File: src/sv/srdq_pkg.sv
`default_nettype none
package srdq_pkg;

  localparam logic [14:0] FULL_SCALE = 15'd32767;
  localparam logic [14:0] DZ_MAX     = 15'd32766;
  localparam logic [14:0] DZ_RESET   = 15'd3932;

  localparam int SQ_W  = 48;
  localparam int MAG_W = 24;
  localparam int N_W   = 56;
  localparam int D_W   = 40;
  localparam int Q_W   = 17;

  typedef struct packed {
    logic        sx;
    logic        sy;
    logic [15:0] ax;
    logic [15:0] ay;
  } axis_side_t;

  typedef struct packed {
    logic sx;
    logic sy;
    logic zero;
  } div_side_t;

endpackage
`default_nettype wire

File: src/sv/srdq_sqrt.sv
`default_nettype none
module srdq_sqrt (
  input  wire logic                         clk,
  input  wire logic                         rst_n,
  input  wire logic                         en,
  input  wire logic                         valid_i,
  input  wire logic [srdq_pkg::SQ_W-1:0]    val_i,
  input  wire srdq_pkg::axis_side_t         side_i,
  output logic                              valid_o,
  output logic [srdq_pkg::MAG_W-1:0]        mag_o,
  output srdq_pkg::axis_side_t              side_o
);
  import srdq_pkg::*;

  logic [SQ_W-1:0] v_r   [0:MAG_W];
  logic [SQ_W-1:0] res_r [0:MAG_W];
  logic            vld_r [0:MAG_W];
  axis_side_t      side_r [0:MAG_W];

  always_comb begin
    v_r[0]    = val_i;
    res_r[0]  = '0;
    vld_r[0]  = valid_i;
    side_r[0] = side_i;
  end

  // one result bit per stage
  for (genvar k = 0; k < MAG_W; k++) begin : g_stage
    localparam logic [SQ_W-1:0] BIT = SQ_W'(1) << (SQ_W - 2 - 2 * k);
    logic [SQ_W:0]   trial;
    logic [SQ_W-1:0] v_nxt;
    logic [SQ_W-1:0] res_nxt;

    always_comb begin
      trial = {1'b0, res_r[k]} + {1'b0, BIT};
      if ({1'b0, v_r[k]} >= trial) begin
        v_nxt   = v_r[k] - trial[SQ_W-1:0];
        res_nxt = (res_r[k] >> 1) + BIT;
      end else begin
        v_nxt   = v_r[k];
        res_nxt = res_r[k] >> 1;
      end
    end

    always_ff @(posedge clk) begin
      if (!rst_n) begin
        vld_r[k+1] <= 1'b0;
      end else if (en) begin
        vld_r[k+1] <= vld_r[k];
      end
    end

    always_ff @(posedge clk) begin
      if (en) begin
        v_r[k+1]    <= v_nxt;
        res_r[k+1]  <= res_nxt;
        side_r[k+1] <= side_r[k];
      end
    end
  end

  assign valid_o = vld_r[MAG_W];
  assign mag_o   = res_r[MAG_W][MAG_W-1:0];
  assign side_o  = side_r[MAG_W];

endmodule
`default_nettype wire

File: config.mk
export PLATFORM = sky130hd
export DESIGN_NAME = srdq_sqrt
export DESIGN_NICKNAME = d
export VERILOG_FILES = /design/src/sv/srdq_pkg.sv /design/src/sv/srdq_sqrt.sv
export SDC_FILE = /design/constraint.sdc
export NUM_CORES = 2
export LEC_CHECK = 0
export BUFFER_PORTS_ARGS = -buffer_cell sky130_fd_sc_hd__clkbuf_2
export CAP_MARGIN = 20
export CORE_MARGIN = 4
export CORE_UTILIZATION = 25
export CTS_CLUSTER_SIZE = 30
export DETAILED_ROUTE_END_ITERATION = 7
export PLACE_DENSITY = 0.36
export SKIP_CTS_REPAIR_TIMING = 1
export SYNTH_ARGS = -nofsm -noshare
export SYNTH_HDL_FRONTEND = slang
export SYNTH_SLANG_ARGS = --single-unit
File: constraint.sdc
create_clock -name clk -period 4.7 [get_ports clk]
set_clock_uncertainty 0.15 [all_clocks]
set_input_delay 0.94 -clock clk [delete_from_list [all_inputs] [get_ports clk]]
set_output_delay 0.94 -clock clk [all_outputs]
set_load 0.01 [all_outputs]
==> results.yml <==
synth:
  synth-edff-count: 2220
  synth_seq_area_share_pct: 72.5
  synth_mux_area_share_pct: 0.948
  synth-compound-area-share_pct: 6.53
  ys_seq_elements: 2244
  yosys.cell_types.count: 83
  syn_inst: 6203
  synth_top_family_by_area: "simple AND/OR/NAND/NOR gates"
  synthArstFlopShare_pct: 0
  synth_flop_cell: "edfxtp_1"
  yosysWarnings: 0
  synthAdderAreaFrac_pct: 4.35
  syn_nets: 6611
  synth.avg_cell_area_um2: 14.9
  synth-xor-area-share_pct: 4.45
  synth_simple_gate_area_share_pct: 8.98
  netlist_area_mm2: 0.0927
sta:
  final_hold_viol_count: 0
  setup_tns_ps: 0
  fin_crit_ps: 4120
  rsz0062_at_grt: "false"
  period_share_pct: 87.7
  tightest_slew_ps: 1080
  maxSlewHeadroom_pct: 27.1
  setup-violations-final: 0
  slew_violations: 0
  timing.hold.ws_ps: 76.0
  fmax_ghz: 0.243
route:
  drt-wirelength-per-cell_um: 17.2
  vias_per_cell: 4.23
  drt-pass1-iter-count: 5
  vias: 49800
  drt_iter0_markers: 2867
  wl_um: 202000
  drc: 0
  ant_nets: 0
floorplanning:
  start_util_pct: 25.1
  design.core.area_mm2: 0.369
  chipHeight_um: 617
  fp.dieW_um: 617
  die_area_mm2: 0.380
  ioPinCount: 145
  rows: 223
power_and_ir_drop:
  max-vdd-ir-drop_mv: 0.248
  p_leak_nw: 38.8
  power_mw: 53.1
  power_density_mw_per_mm2: 488
setup_path:
  slowest_stage: "nor4b_1"
  critPathCaptureType: "flop"
  cp_top_family: "simple AND/OR/NAND/NOR gates"
  critPathMostFrequentCell: "o21ai_0"
  path_buf_inv: 1
  cp_cell_sequence: "ha_1 -> a21oi_1 -> o21ai_0 -> nor4b_1 -> o21ai_0 -> a21boi_0 -> buf_4 -> nand2_1 -> nor4_1 -> xor2_1"
  worst-setup-path-type: "reg2reg"
  cp.arrival_ps: 4530
  slowest_delay_ps: 940
  startpoint_type: "flop"
  cp_max_fo: 7
  cp.required_ps: 5110
job:
  drv_cap: 0
cts:
  cts_tree: "built"
  cts_root_buffer: "clkbuf_16"
  cts_buffer_depth: 4
  clock_sinks: 2244
  cts-htree-levels: 5
  cts_buffers: 280
  clk_pin_slew_ps: 50
  clk_latency_ps: 890
placed_design:
  portBuffers: 144
  gp_congestion: 0.861
  dpl_cell_area_mm2: 0.100
  hpwl_um: 143000
final_layout:
  fin_area_mm2: 0.109
  final_nets: 7010
  area_growth_pct: 17.5
  nFillCells: 36800
  drive_gt1_share_pct: 10.5
global_routing:
  overflow: 0
  grt_max_degree: 149
  grt_use_total_pct: 10.4
  grt_pass1_wl_um: 314000
  antenna_found_initial: 4
  grt_pass1_vias: 52600
outcome:
  status: "complete, no violations"
min_path:
  hold_path.class: "in2reg"
-- cell usage in the layout, fill, tap and decap left out, drive strengths merged, types with 69 or more instances in the layout --
| cell | instances |
|---|---|
| nor4 | 202 |
| nor3 | 141 |
| inv | 391 |
| edfxtp | 2220 |
| xor2 | 218 |
| nor2 | 336 |
| nand3 | 100 |
| nor2b | 69 |
| a21o | 100 |
| a21oi | 318 |
| clkinv | 115 |
| o21ai | 256 |
| clkbuf | 482 |
| xnor2 | 253 |
| ha | 322 |
| nand4 | 97 |
| nand2 | 318 |
| buf | 108 |
-- state kept, by name, summed over array words and instances (netlist names) --
| signal | count |
|---|---|
| vld_r | 23 |
| mag_o | 24 |
| side_r | 782 |
| side_o | 34 |
| v_r | 1104 |
| res_r | 276 |
| valid_o | 1 |
-- final timing paths --
path         cells past startpoint               endpoint            startpoint  slack (ps)
max                             10     v_r[229]$_DFFE_PP_    v_r[260]$_DFFE_PP_         580
min                              1  side_r[811]$_DFFE_PP_            side_i[29]          80
max reg2reg                     10     v_r[229]$_DFFE_PP_    v_r[260]$_DFFE_PP_         580
min reg2reg                      0   res_r[157]$_DFFE_PP_  res_r[206]$_DFFE_PP_         250
-- per-stage QoR --
| stage | util (%) | std cells | setup WS (ps) |
|---|---|---|---|
| CTS | 29.5 | 11800 | 462 |
| finish | 29.5 | 11800 | 579 |
| detailed placement | 27.1 | 11300 | 453 |
| floorplan | - | 6203 | 1350 |
| global placement | 27.1 | 11300 | 230 |
| global route | 29.5 | 11800 | 342 |
-- layer usage --
metal,global-route usage [%],wire length [um]
met5,0,0
met4,4.30,8190
met3,2.00,7620
met2,18.6,102000
met1,12.3,84900
-- cell usage after synthesis, types with 19 or more instances --
| master | number | area (um^2) |
|---|---|---|
| ha_1 | 322 | 4030 |
| nor4b_1 | 29 | 254 |
| clkbuf_1 | 76 | 285 |
| o21ai_0 | 255 | 1280 |
| nand4_1 | 97 | 607 |
| nand3_1 | 100 | 500 |
| a211oi_1 | 30 | 225 |
| o21a_1 | 61 | 458 |
| and3_1 | 25 | 156 |
| nor3_1 | 140 | 701 |
| mux2i_1 | 36 | 360 |
| edfxtp_1 | 2220 | 66700 |
| nor4_1 | 202 | 1260 |
| nand2_1 | 318 | 1190 |
| o31ai_1 | 23 | 173 |
| o21bai_1 | 22 | 165 |
| or3_1 | 58 | 363 |
| dfxtp_1 | 24 | 480 |
| or2_2 | 19 | 119 |
| a21o_1 | 100 | 751 |
| o211ai_1 | 22 | 165 |
| a21oi_1 | 318 | 1590 |
| inv_1 | 378 | 1420 |
| xnor2_1 | 253 | 2220 |
| or4_1 | 38 | 285 |
| nor2b_1 | 69 | 432 |
| xor2_1 | 218 | 1910 |
| nor2_1 | 336 | 1260 |
| nand2b_1 | 67 | 419 |
| buf_4 | 34 | 255 |
| mux2_2 | 45 | 507 |
-- layout make-up --
type / count / area, um^2 / share of cell area [%]
flip-flops and latches: 2244 / 67100 / 61.7
multi-input cells: 3443 / 23400 / 21.5
clock buffers: 338 / 7350 / 6.76
well taps: 4950 / 6190 / 5.69
repair buffers: 255 / 1850 / 1.70
clock inverters: 155 / 1430 / 1.32
inverters: 378 / 1420 / 1.30
diodes: 2 / 5.00 / 0.00460
-- worst register-to-register path: stages (launching register included) --
cell and delay, ps:
edfxtp_1 400, ha_1 430, a21oi_1 170, o21ai_0 280, nor4b_1 940, o21ai_0 350
a21boi_0 350, buf_4 190, nand2_1 180, nor4_1 290, xor2_1 120
-- report_power, final --
part / total [mW] / switching, mW / internal [mW]
combinational: 6.78 / 4.04 / 2.73
sequential: 25.8 / 1.28 / 24.5
clock: 20.6 / 8.39 / 12.2
total: 53.1 / 13.7 / 39.4
-- kinds of logic after synthesis --
group           Yosys count
compound gates          977
xor+xnor                471
fa+ha+maj               322
buf+inv                 516
flops                  2244
mux                      82
simple gates           1591
(Power assumes the default switching activity.)
